[src/sv/rsr_pkg.sv]
package rsr_pkg;

  typedef logic [3:0] cmd_type_t;

  localparam cmd_type_t CMD_DRAW_LAST = 4'd3;
  localparam cmd_type_t CMD_RPASS     = 4'd4;
  localparam cmd_type_t CMD_VIEWPORT  = 4'd5;
  localparam cmd_type_t CMD_SCISSOR   = 4'd6;
  localparam cmd_type_t CMD_BLEND     = 4'd7;
  localparam cmd_type_t CMD_VERTEX    = 4'd8;
  localparam cmd_type_t CMD_INDEX     = 4'd9;
  localparam cmd_type_t CMD_PIPELINE  = 4'd10;
  localparam cmd_type_t CMD_CONSTANT  = 4'd11;
  localparam cmd_type_t CMD_SAMPLER   = 4'd12;
  localparam cmd_type_t CMD_TEXTURE   = 4'd13;
  localparam cmd_type_t CMD_RTARGET   = 4'd14;

  localparam int NSINGLE   = 5;
  localparam int SLOTS_DEF = 8;
  localparam int HANDLE_W  = 16;

  // Replay order of the slotless kinds.
  function automatic cmd_type_t single_code(input logic [2:0] idx);
    cmd_type_t t;
    case (idx)
      3'd0:    t = CMD_PIPELINE;
      3'd1:    t = CMD_VIEWPORT;
      3'd2:    t = CMD_SCISSOR;
      3'd3:    t = CMD_BLEND;
      default: t = CMD_INDEX;
    endcase
    return t;
  endfunction

  function automatic cmd_type_t group_code(input logic [1:0] grp);
    cmd_type_t t;
    case (grp)
      2'd0:    t = CMD_VERTEX;
      2'd1:    t = CMD_CONSTANT;
      2'd2:    t = CMD_SAMPLER;
      default: t = CMD_TEXTURE;
    endcase
    return t;
  endfunction

endpackage

[src/sv/rsr_cmd_if.sv]
interface rsr_cmd_if import rsr_pkg::*; ();
  logic                valid;
  logic                ready;
  cmd_type_t           command_type;
  logic [2:0]          slot;
  logic [HANDLE_W-1:0] handle;

  modport source (output valid, command_type, slot, handle, input ready);
  modport sink (input valid, command_type, slot, handle, output ready);
endinterface

[src/sv/rsr_res_if.sv]
interface rsr_res_if import rsr_pkg::*; ();
  logic                valid;
  logic                ready;
  cmd_type_t           out_type;
  logic [2:0]          out_slot;
  logic [HANDLE_W-1:0] out_handle;
  logic                is_replay;
  logic                last;

  modport source (output valid, out_type, out_slot, out_handle, is_replay, last,
                  input ready);
  modport sink (input valid, out_type, out_slot, out_handle, is_replay, last,
                output ready);
endinterface

[src/sv/rsr_ram.sv]
module rsr_ram #(
  parameter int WIDTH = 16,
  parameter int DEPTH = 32
) (
  input  logic                     clk_i,
  input  logic                     we_i,
  input  logic [$clog2(DEPTH)-1:0] waddr_i,
  input  logic [WIDTH-1:0]         wdata_i,
  input  logic                     re_i,
  input  logic [$clog2(DEPTH)-1:0] raddr_i,
  output logic [WIDTH-1:0]         rdata_o
);

  logic [WIDTH-1:0] mem_q [DEPTH];
  logic [WIDTH-1:0] rdata_q;

  always_ff @(posedge clk_i) begin
    if (we_i) begin
      mem_q[waddr_i] <= wdata_i;
    end
    if (re_i) begin
      rdata_q <= mem_q[raddr_i];
    end
  end

  assign rdata_o = rdata_q;

endmodule

[src/sv/render_state_replay_on_pass_change.sv]
// Output: results leave through one output register. An ordinary command is offered in the
// cycle after its transfer; the first replay of a flushing draw waits until the walk has begun.
// Throughput: ordinary commands go one per cycle while the output is free. The first draw after
// reset or a render pass then holds the input off while the walk visits each slotless kind and
// slotted entry, reads the handle memory per slotted replay, sends the draw, and waits out stalls.
// Reset: all entries invalid and not stale, flush armed, output register empty.
module render_state_replay_on_pass_change import rsr_pkg::*; #(
  parameter int SLOTS = SLOTS_DEF
) (
  input  logic      clk_i,
  input  logic      rst_ni,
  rsr_cmd_if.sink   cmd_i,
  rsr_res_if.source res_o
);

  // Slotted entries are grouped vertex, constant, sampler, texture, each SLOTS long.
  localparam int NSLOT = 4 * SLOTS;
  localparam int EW    = $clog2(NSLOT);
  localparam int SW    = (SLOTS > 1) ? $clog2(SLOTS) : 1;

  // Sequencer states.
  localparam logic [2:0] ST_IDLE = 3'd0;
  localparam logic [2:0] ST_SNGL = 3'd1;
  localparam logic [2:0] ST_SLOT = 3'd2;
  localparam logic [2:0] ST_RDAT = 3'd3;
  localparam logic [2:0] ST_DRAW = 3'd4;

  logic [2:0] state_q, state_d;

  // Remembered state. Handles of slotless kinds live in flops; slotted handles live
  // in a small memory. Valid and stale bits are flops so that a render pass can mark
  // everything stale at once.
  logic [HANDLE_W-1:0] single_h_q [NSINGLE];
  logic [NSINGLE-1:0]  single_valid_q, single_valid_d;
  logic [NSINGLE-1:0]  single_stale_q, single_stale_d;
  logic [NSLOT-1:0]    slot_valid_q, slot_valid_d;
  logic [NSLOT-1:0]    slot_stale_q, slot_stale_d;
  logic [SLOTS-1:0]    tex_kind_q;
  logic                flush_q, flush_d;

  // Walk counters: single index, flat slotted index, and its group and slot.
  logic [2:0]    sidx_q, sidx_d;
  logic [EW-1:0] e_q, e_d;
  logic [1:0]    grp_q, grp_d;
  logic [SW-1:0] sl_q, sl_d;

  // Draw held back while the replays go out.
  cmd_type_t           draw_type_q;
  logic [HANDLE_W-1:0] draw_h_q;

  // Output register.
  logic                out_valid_q, out_valid_d;
  cmd_type_t           out_type_q, out_type_d;
  logic [2:0]          out_slot_q, out_slot_d;
  logic [HANDLE_W-1:0] out_h_q, out_h_d;
  logic                out_rep_q, out_rep_d;
  logic                out_last_q, out_last_d;

  logic out_free;
  logic acc;

  // Decoded input command.
  logic          in_single;
  logic [2:0]    in_sidx;
  logic          in_slotted;
  logic [1:0]    in_grp;
  logic          in_slot_ok;
  logic [EW-1:0] in_addr;

  // Handle memory ports.
  logic                ram_we;
  logic                ram_re;
  logic [HANDLE_W-1:0] ram_rdata;

  // The output register is free when it is empty or its content is taken this cycle.
  assign out_free  = !out_valid_q || res_o.ready;
  assign cmd_i.ready = (state_q == ST_IDLE) && out_free;
  assign acc       = cmd_i.valid && cmd_i.ready;

  always_comb begin
    in_single  = 1'b0;
    in_sidx    = 3'd0;
    in_slotted = 1'b0;
    in_grp     = 2'd0;
    case (cmd_i.command_type)
      CMD_PIPELINE: begin in_single = 1'b1; in_sidx = 3'd0; end
      CMD_VIEWPORT: begin in_single = 1'b1; in_sidx = 3'd1; end
      CMD_SCISSOR:  begin in_single = 1'b1; in_sidx = 3'd2; end
      CMD_BLEND:    begin in_single = 1'b1; in_sidx = 3'd3; end
      CMD_INDEX:    begin in_single = 1'b1; in_sidx = 3'd4; end
      CMD_VERTEX:   begin in_slotted = 1'b1; in_grp = 2'd0; end
      CMD_CONSTANT: begin in_slotted = 1'b1; in_grp = 2'd1; end
      CMD_SAMPLER:  begin in_slotted = 1'b1; in_grp = 2'd2; end
      CMD_TEXTURE:  begin in_slotted = 1'b1; in_grp = 2'd3; end
      CMD_RTARGET:  begin in_slotted = 1'b1; in_grp = 2'd3; end
      default: begin
        in_single  = 1'b0;
        in_slotted = 1'b0;
      end
    endcase
  end

  // A slot beyond the configured count passes through but is not remembered.
  assign in_slot_ok = (32'(cmd_i.slot) < SLOTS);
  assign in_addr    = EW'(32'(in_grp) * SLOTS + 32'(cmd_i.slot));
  assign ram_we     = acc && in_slotted && in_slot_ok;

  always_comb begin
    state_d        = state_q;
    single_valid_d = single_valid_q;
    single_stale_d = single_stale_q;
    slot_valid_d   = slot_valid_q;
    slot_stale_d   = slot_stale_q;
    flush_d        = flush_q;
    sidx_d         = sidx_q;
    e_d            = e_q;
    grp_d          = grp_q;
    sl_d           = sl_q;
    ram_re         = 1'b0;

    out_valid_d = out_valid_q && !res_o.ready;
    out_type_d  = out_type_q;
    out_slot_d  = out_slot_q;
    out_h_d     = out_h_q;
    out_rep_d   = out_rep_q;
    out_last_d  = out_last_q;

    case (state_q)
      ST_IDLE: begin
        if (acc) begin
          // Pass-through copy; a flushing draw is held back until the replays end.
          out_valid_d = 1'b1;
          out_type_d  = cmd_i.command_type;
          out_slot_d  = in_slotted ? cmd_i.slot : 3'd0;
          out_h_d     = cmd_i.handle;
          out_rep_d   = 1'b0;
          out_last_d  = 1'b1;

          if (cmd_i.command_type == CMD_RPASS) begin
            single_stale_d = single_stale_q | single_valid_q;
            slot_stale_d   = slot_stale_q | slot_valid_q;
            flush_d        = 1'b1;
          end
          if (in_single) begin
            single_valid_d[in_sidx] = 1'b1;
            single_stale_d[in_sidx] = 1'b0;
          end
          if (in_slotted && in_slot_ok) begin
            slot_valid_d[in_addr] = 1'b1;
            slot_stale_d[in_addr] = 1'b0;
          end
          if ((cmd_i.command_type <= CMD_DRAW_LAST) && flush_q) begin
            out_valid_d = out_valid_q && !res_o.ready;
            flush_d     = 1'b0;
            sidx_d      = 3'd0;
            state_d     = ST_SNGL;
          end
        end
      end

      ST_SNGL: begin
        if (!(single_valid_q[sidx_q] && single_stale_q[sidx_q]) || out_free) begin
          if (single_valid_q[sidx_q] && single_stale_q[sidx_q]) begin
            out_valid_d = 1'b1;
            out_type_d  = single_code(sidx_q);
            out_slot_d  = 3'd0;
            out_h_d     = single_h_q[sidx_q];
            out_rep_d   = 1'b1;
            out_last_d  = 1'b0;
          end
          if (sidx_q == 3'(NSINGLE - 1)) begin
            e_d     = '0;
            grp_d   = 2'd0;
            sl_d    = '0;
            state_d = ST_SLOT;
          end else begin
            sidx_d = sidx_q + 3'd1;
          end
        end
      end

      ST_SLOT, ST_RDAT: begin
        if (state_q == ST_SLOT && slot_valid_q[e_q] && slot_stale_q[e_q]) begin
          // Fetch the handle; ST_RDAT emits it once the output register is free.
          ram_re  = 1'b1;
          state_d = ST_RDAT;
        end else if (state_q == ST_SLOT || out_free) begin
          if (state_q == ST_RDAT) begin
            out_valid_d = 1'b1;
            out_type_d  = (grp_q == 2'd3 && tex_kind_q[sl_q]) ? CMD_RTARGET
                                                             : group_code(grp_q);
            out_slot_d  = 3'(sl_q);
            out_h_d     = ram_rdata;
            out_rep_d   = 1'b1;
            out_last_d  = 1'b0;
          end
          if (e_q == EW'(NSLOT - 1)) begin
            state_d = ST_DRAW;
          end else begin
            state_d = ST_SLOT;
            e_d     = e_q + 1'b1;
            if (sl_q == SW'(SLOTS - 1)) begin
              sl_d  = '0;
              grp_d = grp_q + 2'd1;
            end else begin
              sl_d = sl_q + 1'b1;
            end
          end
        end
      end

      ST_DRAW: begin
        if (out_free) begin
          out_valid_d = 1'b1;
          out_type_d  = draw_type_q;
          out_slot_d  = 3'd0;
          out_h_d     = draw_h_q;
          out_rep_d   = 1'b0;
          out_last_d  = 1'b1;
          state_d     = ST_IDLE;
        end
      end

      default: begin
        state_d = ST_IDLE;
      end
    endcase
  end

  rsr_ram #(
    .WIDTH (HANDLE_W),
    .DEPTH (NSLOT)
  ) u_slot_ram (
    .clk_i   (clk_i),
    .we_i    (ram_we),
    .waddr_i (in_addr),
    .wdata_i (cmd_i.handle),
    .re_i    (ram_re),
    .raddr_i (e_q),
    .rdata_o (ram_rdata)
  );

  always_ff @(posedge clk_i or negedge rst_ni) begin
    if (!rst_ni) begin
      state_q        <= ST_IDLE;
      single_valid_q <= '0;
      single_stale_q <= '0;
      slot_valid_q   <= '0;
      slot_stale_q   <= '0;
      flush_q        <= 1'b1;
      sidx_q         <= 3'd0;
      e_q            <= '0;
      grp_q          <= 2'd0;
      sl_q           <= '0;
      out_valid_q    <= 1'b0;
    end else begin
      state_q        <= state_d;
      single_valid_q <= single_valid_d;
      single_stale_q <= single_stale_d;
      slot_valid_q   <= slot_valid_d;
      slot_stale_q   <= slot_stale_d;
      flush_q        <= flush_d;
      sidx_q         <= sidx_d;
      e_q            <= e_d;
      grp_q          <= grp_d;
      sl_q           <= sl_d;
      out_valid_q    <= out_valid_d;
    end
  end

  // Payload registers carry no reset.
  always_ff @(posedge clk_i) begin
    out_type_q <= out_type_d;
    out_slot_q <= out_slot_d;
    out_h_q    <= out_h_d;
    out_rep_q  <= out_rep_d;
    out_last_q <= out_last_d;
    if (acc) begin
      draw_type_q <= cmd_i.command_type;
      draw_h_q    <= cmd_i.handle;
      if (in_single) begin
        single_h_q[in_sidx] <= cmd_i.handle;
      end
      if (in_slotted && in_slot_ok && in_grp == 2'd3) begin
        tex_kind_q[SW'(cmd_i.slot)] <= (cmd_i.command_type == CMD_RTARGET);
      end
    end
  end

  assign res_o.valid      = out_valid_q;
  assign res_o.out_type   = out_type_q;
  assign res_o.out_slot   = out_slot_q;
  assign res_o.out_handle = out_h_q;
  assign res_o.is_replay  = out_rep_q;
  assign res_o.last       = out_last_q;

  // A draw that consumes the armed flush always starts the walk.
  a_flush_walk: assert property (@(posedge clk_i) disable iff (!rst_ni)
    acc && (cmd_i.command_type <= CMD_DRAW_LAST) && flush_q |=> state_q == ST_SNGL)
    else $error("flushing draw did not start the replay walk");

  // A replayed copy is never the final result of its command.
  a_replay_not_last: assert property (@(posedge clk_i) disable iff (!rst_ni)
    res_o.valid && res_o.is_replay |-> !res_o.last)
    else $error("replay marked as last");

  // Stale is only ever set on a valid entry.
  a_stale_valid: assert property (@(posedge clk_i) disable iff (!rst_ni)
    ((slot_stale_q & ~slot_valid_q) == '0) && ((single_stale_q & ~single_valid_q) == '0))
    else $error("stale entry without valid");

  // The flush flag is never armed while a walk is under way.
  a_walk_no_flush: assert property (@(posedge clk_i) disable iff (!rst_ni)
    state_q != ST_IDLE |-> !flush_q)
    else $error("flush armed during walk");

endmodule

[src/flat_wrapper.sv]
// flat-port wrapper written by rule: the top's interface ports become plain ports
module render_state_replay_on_pass_change_flat import rsr_pkg::*;
#(
  parameter int SLOTS = SLOTS_DEF
)
  (clk_i, rst_ni, cmd_i_valid, cmd_i_command_type, cmd_i_slot, cmd_i_handle, cmd_i_ready, res_o_valid, res_o_out_type, res_o_out_slot, res_o_out_handle, res_o_is_replay, res_o_last, res_o_ready);
  rsr_cmd_if cmd_i_i ();
  rsr_res_if res_o_i ();
  input  logic clk_i;
  input  logic rst_ni;
  input wire logic [$bits(cmd_i_i.valid)-1:0] cmd_i_valid;
  input wire logic [$bits(cmd_i_i.command_type)-1:0] cmd_i_command_type;
  input wire logic [$bits(cmd_i_i.slot)-1:0] cmd_i_slot;
  input wire logic [$bits(cmd_i_i.handle)-1:0] cmd_i_handle;
  output wire logic [$bits(cmd_i_i.ready)-1:0] cmd_i_ready;
  output wire logic [$bits(res_o_i.valid)-1:0] res_o_valid;
  output wire logic [$bits(res_o_i.out_type)-1:0] res_o_out_type;
  output wire logic [$bits(res_o_i.out_slot)-1:0] res_o_out_slot;
  output wire logic [$bits(res_o_i.out_handle)-1:0] res_o_out_handle;
  output wire logic [$bits(res_o_i.is_replay)-1:0] res_o_is_replay;
  output wire logic [$bits(res_o_i.last)-1:0] res_o_last;
  input wire logic [$bits(res_o_i.ready)-1:0] res_o_ready;
  assign cmd_i_i.valid = cmd_i_valid;
  assign cmd_i_i.command_type = cmd_i_command_type;
  assign cmd_i_i.slot = cmd_i_slot;
  assign cmd_i_i.handle = cmd_i_handle;
  assign cmd_i_ready = cmd_i_i.ready;
  assign res_o_valid = res_o_i.valid;
  assign res_o_out_type = res_o_i.out_type;
  assign res_o_out_slot = res_o_i.out_slot;
  assign res_o_out_handle = res_o_i.out_handle;
  assign res_o_is_replay = res_o_i.is_replay;
  assign res_o_last = res_o_i.last;
  assign res_o_i.ready = res_o_ready;
  render_state_replay_on_pass_change #(.SLOTS(SLOTS)) u_core (.clk_i(clk_i), .rst_ni(rst_ni), .cmd_i(cmd_i_i), .res_o(res_o_i));
endmodule
[config.mk]
export PLATFORM = sky130hd
export DESIGN_NAME = render_state_replay_on_pass_change_flat
export DESIGN_NICKNAME = d
export VERILOG_FILES = /design/src/sv/rsr_pkg.sv /design/src/sv/rsr_cmd_if.sv /design/src/sv/rsr_res_if.sv /design/src/sv/rsr_ram.sv /design/src/sv/render_state_replay_on_pass_change.sv /design/src/flat_wrapper.sv
export SDC_FILE = /design/constraint.sdc
export NUM_CORES = 1
export LEC_CHECK = 0
export BUFFER_PORTS_ARGS = -buffer_cell sky130_fd_sc_hd__buf_2
export CAP_MARGIN = 20
export CORE_MARGIN = 4
export CORE_UTILIZATION = 45
export DETAILED_ROUTE_END_ITERATION = 8
export PLACE_DENSITY = 0.63
export SYNTH_ARGS = -nofsm -noshare
export SYNTH_HDL_FRONTEND = slang
export SYNTH_HIERARCHICAL = 1
export SYNTH_SLANG_ARGS = --single-unit
[constraint.sdc]
create_clock -name clk_i -period 5.22 [get_ports clk_i]
set_input_delay 0.522 -clock clk_i [delete_from_list [all_inputs] [get_ports clk_i]]
set_output_delay 0.522 -clock clk_i [all_outputs]
set_load 0.02 [all_outputs]
==> summary.txt <==
Die
  • Chip Width: 269 um
  • Row count: 95
  • Initial Util: a little under half
  • Die height: around 270 um
  • Core Footprint: roughly 67000 sq um
  • Ports: 54
  • Full die area: 72400 sq um

STA
  • Fin. Hold Viols: 0
  • Setup TNS: 0 ns
  • Period Utilization, post-route: 64.3%
  • Fin crit period: 3.36 ns
  • Highest clock rate: 0.298 GHz
  • Worst-margin pin slew: between 1 and 1.5 ns
  • Setup ws final: ~1.9 ns
  • Pins Over Slew Limit: 0
  • RSZ-0062 raised after global routing: false
  • Max transition margin: between 20% and 30%
  • Final setup fails: 0
  • Clock skew: roughly 0.012 ns

Global routing
  • Initial antenna violation count: 0
  • Aggregate global routing overflow: 0
  • Number of global-route vias before repair: 17000
  • Gr usage total: 20.0%
  • Largest net degree at the start of global routing: around 120
  • Global-route wire length before repair: approximately 110 mm

Layout
  • Reg area: approximately 22000 sq um
  • Layout fillers: between 5000 and 6000
  • Post-layout util: roughly 50%
  • Area of the multi-input gates: ~7700 sq um
  • Final cell count without fillers: 2962
  • Final Instance Area: roughly 34000 sq um
  • P&R area growth vs syn: 11.8%
  • Share of layout cells above drive strength 1: a little over an eighth
  • Final nets: slightly above 2000

Synthesis
  • Synth area leaders: edfxtp_1 65%, mux2i_1 9.4%, dfrtp_1 7.4%
  • #FFs+latches synth: between 700 and 800
  • Dominant cell type by area after synthesis: edfxtp_1
  • Synth Area in Adders: 0.489%
  • Fraction of registers with async set/reset: 12.2%
  • Post-synth top area share: roughly two thirds
  • Simple-Gate Fraction of Synth Area: between 6 and 7%
  • Post-synth cell types: 77
  • Main combinational cell family by area after synthesis: multiplexers
  • Multiplexer share of the synthesized area: between 10 and 15%
  • Syn_nets: roughly 2000
  • Netlist Area Pre-Place: 30700 sq um
  • Post-synth EDFFs: 661
  • Synthesized area per cell: approximately 16 sq um
  • Register area share after synthesis: between 70 and 80%
  • XOR/XNOR share of the synthesized area: less than 1%
  • Count leader, synth: edfxtp_1
  • Post-synthesis compound-gate area fraction: 7.33%
  • Mapped Cells: about 1900
  • Yosys warns: 6
  • Top_reg_cell synth: edfxtp_1
  • Commonest cells in the synthesized netlist: 661 x edfxtp_1, 289 x mux2i_1, 107 x a21oi_1, 103 x nor2_1, 99 x nand2_1

Place
  • DP Worst Slack: about 1.9 ns
  • Hpwl dp: roughly 44 mm
  • Placed cell area: about 32000 sq um
  • Placed cells: between 2000 and 3000
  • Port Buffers: 53
  • GPL Wtd Cong: ~0.82

Setup path
  • Biggest fanout along the worst timing path: 45
  • Startpoint types: register
  • Worst reg2reg path depth: 5
  • Worst EP required: around 5.7 ns
  • Crit end category: register
  • CP arrival: roughly 3.9 ns
  • CP Class: register to register

Min path
  • Worst Hold Class: input pin to register
  • Hold path cells: 1

Clocking
  • CTS Sinks: 753
  • CTS tree: done
  • Max clock buf depth: 3
  • CTS root buffer: clkbuf_16
  • Clock transition at the registers of the reported paths: ~0.06 ns
  • Insertion delay to the later sink of the worst-skew pair: between 0.6 and 0.7 ns
  • Post-CTS Resized: 0
  • CTS H-tree depth: 3
  • CTS buffer count: 75

Detailed routing
  • Final ANT Viol Nets: 0
  • DRT Pass-1 Iters: 7
  • Iter 0 DRT Violations: 1726
  • Routed wire per std cell: around 25 um
  • Vias: about 17000
  • Residual DRC count: 0
  • Vias per Instance: slightly below 6
  • Wirelength, routed: approximately 73 mm

Power and ir drop
  • Power per cell area: ~490 nW/um^2
  • Leak: between 10 and 15 nW
  • Max IR drop VDD: roughly 0.39 mV

Run status
  • Outcome: completed

Job
  • Max Cap Viol: 0
==> path summary, 6_finish.rpt <==
kind                                        startpoint                 endpoint  slack (ns)
worst max-delay path                 u_core/state_q[2]            u_core/e_q[0]        1.86
worst min-delay path             cmd_i_command_type[0]    u_core/draw_type_q[0]        0.24
worst max register to register       u_core/state_q[2]            u_core/e_q[0]        1.86
worst min register to register  u_core/slot_valid_q[0]   u_core/slot_valid_q[0]        0.48
max in group asynchronous                       rst_ni        u_core/state_q[2]        3.64
min in group asynchronous                       rst_ni  u_core/slot_stale_q[19]        0.42
==> critical path: stages (launching register included) <==
cell	delay [ns]
dfrtp_2	0.99
nand2b_1	0.50
nand2b_1	0.60
o21ai_1	0.29
nor3_4	0.47
mux2_1	0.38
==> cells in the final DEF (no fill, tap or decap), types with 4 or more instances in the layout <==
cell       netlist  layout
a22o_1          33      33
nand3_1         55      55
nand2_1         99      99
mux4_2          18      18
mux2_4           4       4
inv_1           10      10
nand4_1         18      18
clkbuf_16        0      76
mux2i_1        289     289
nor3_1          27      26
clkbuf_8         0       4
ha_1            12      12
clkbuf_1        40      19
a21oi_1        107     107
edfxtp_1       661     661
nor2_1         103     103
o22ai_1         24      24
o211ai_1         8       8
or2_1           20      20
nand3b_1        12      12
clkinv_2         0      10
or2_2            5       5
a31oi_1         22      22
o21ai_0         13      13
a21o_1          10      10
a22oi_1         64      64
nand2b_1        13      13
o2111ai_1        5       5
clkinv_1         2      14
buf_2           31      52
o21ai_1         11      11
buf_4           20      71
o22a_1           9       9
o21a_1           5       5
dfrtp_1         91      89
and3_1           5       5
inv_6            0       6
bufinv_16        0       5
nor2b_1         13      11
==> cell families after synthesis <==
kind of cell,Yosys count
DFF,753
and+or+nand+nor,394
adders and majority gates,12
AOI/OAI and AO/OA,336
muxes,313
buffers and inverters,127
xor gates and xnor gates,2
==> power by group <==
group / internal, mW / switching, mW
logic: 1.64 / 2.79
clock network: 2.97 / 2.19
registers: 6.96 / 0.300
total: 11.6 / 5.28
==> layout make-up <==
type | instances | area share, %
Sequential cell | 753 | 64.6
Multi-Input combinational cell | 1057 | 22.6
Clock buffer | 98 | 5.87
Tap cell | 873 | 3.18
Timing Repair Buffer | 129 | 2.64
Clock inverter | 35 | 0.941
Inverter | 15 | 0.164
Antenna cell | 2 | 0.0146
==> through the flow <==
step,power (mW),hold WS (ns)
finish,16.9,0.241
CTS,16.9,0.197
floorplan,10.5,0.226
global route,17.5,0.223
detailed placement,11.8,0.466
global placement,11.7,0.460
==> flip-flops by register name, summed over array words and instances (netlist names), 8 cells and up <==
name                       count
u_core/draw_h_q               16
u_core/u_slot_ram/mem_q      512
u_core/slot_valid_q           32
u_core/res_o.out_handle       16
u_core/tex_kind_q              8
u_core/single_h_q             80
u_core/slot_stale_q           32
u_core/u_slot_ram/rdata_o     16
==> per-layer routing <==
metal	vias to the layer above	global-route usage (%)	part of all wire, %
li1	7727	-	-
met1	8872	28.3	43
met2	604	32.2	48
met3	113	3.33	6.1
met4	0	6.19	2.7
met5	-	0	0
==> repair_timing <==
action / 4_1_cts / 5_1_grt
hold endpoints to repair: 38 / 0
hold buffers: 1 / 0
buffers inserted: 0 / 0
(Power assumes the default switching activity.)
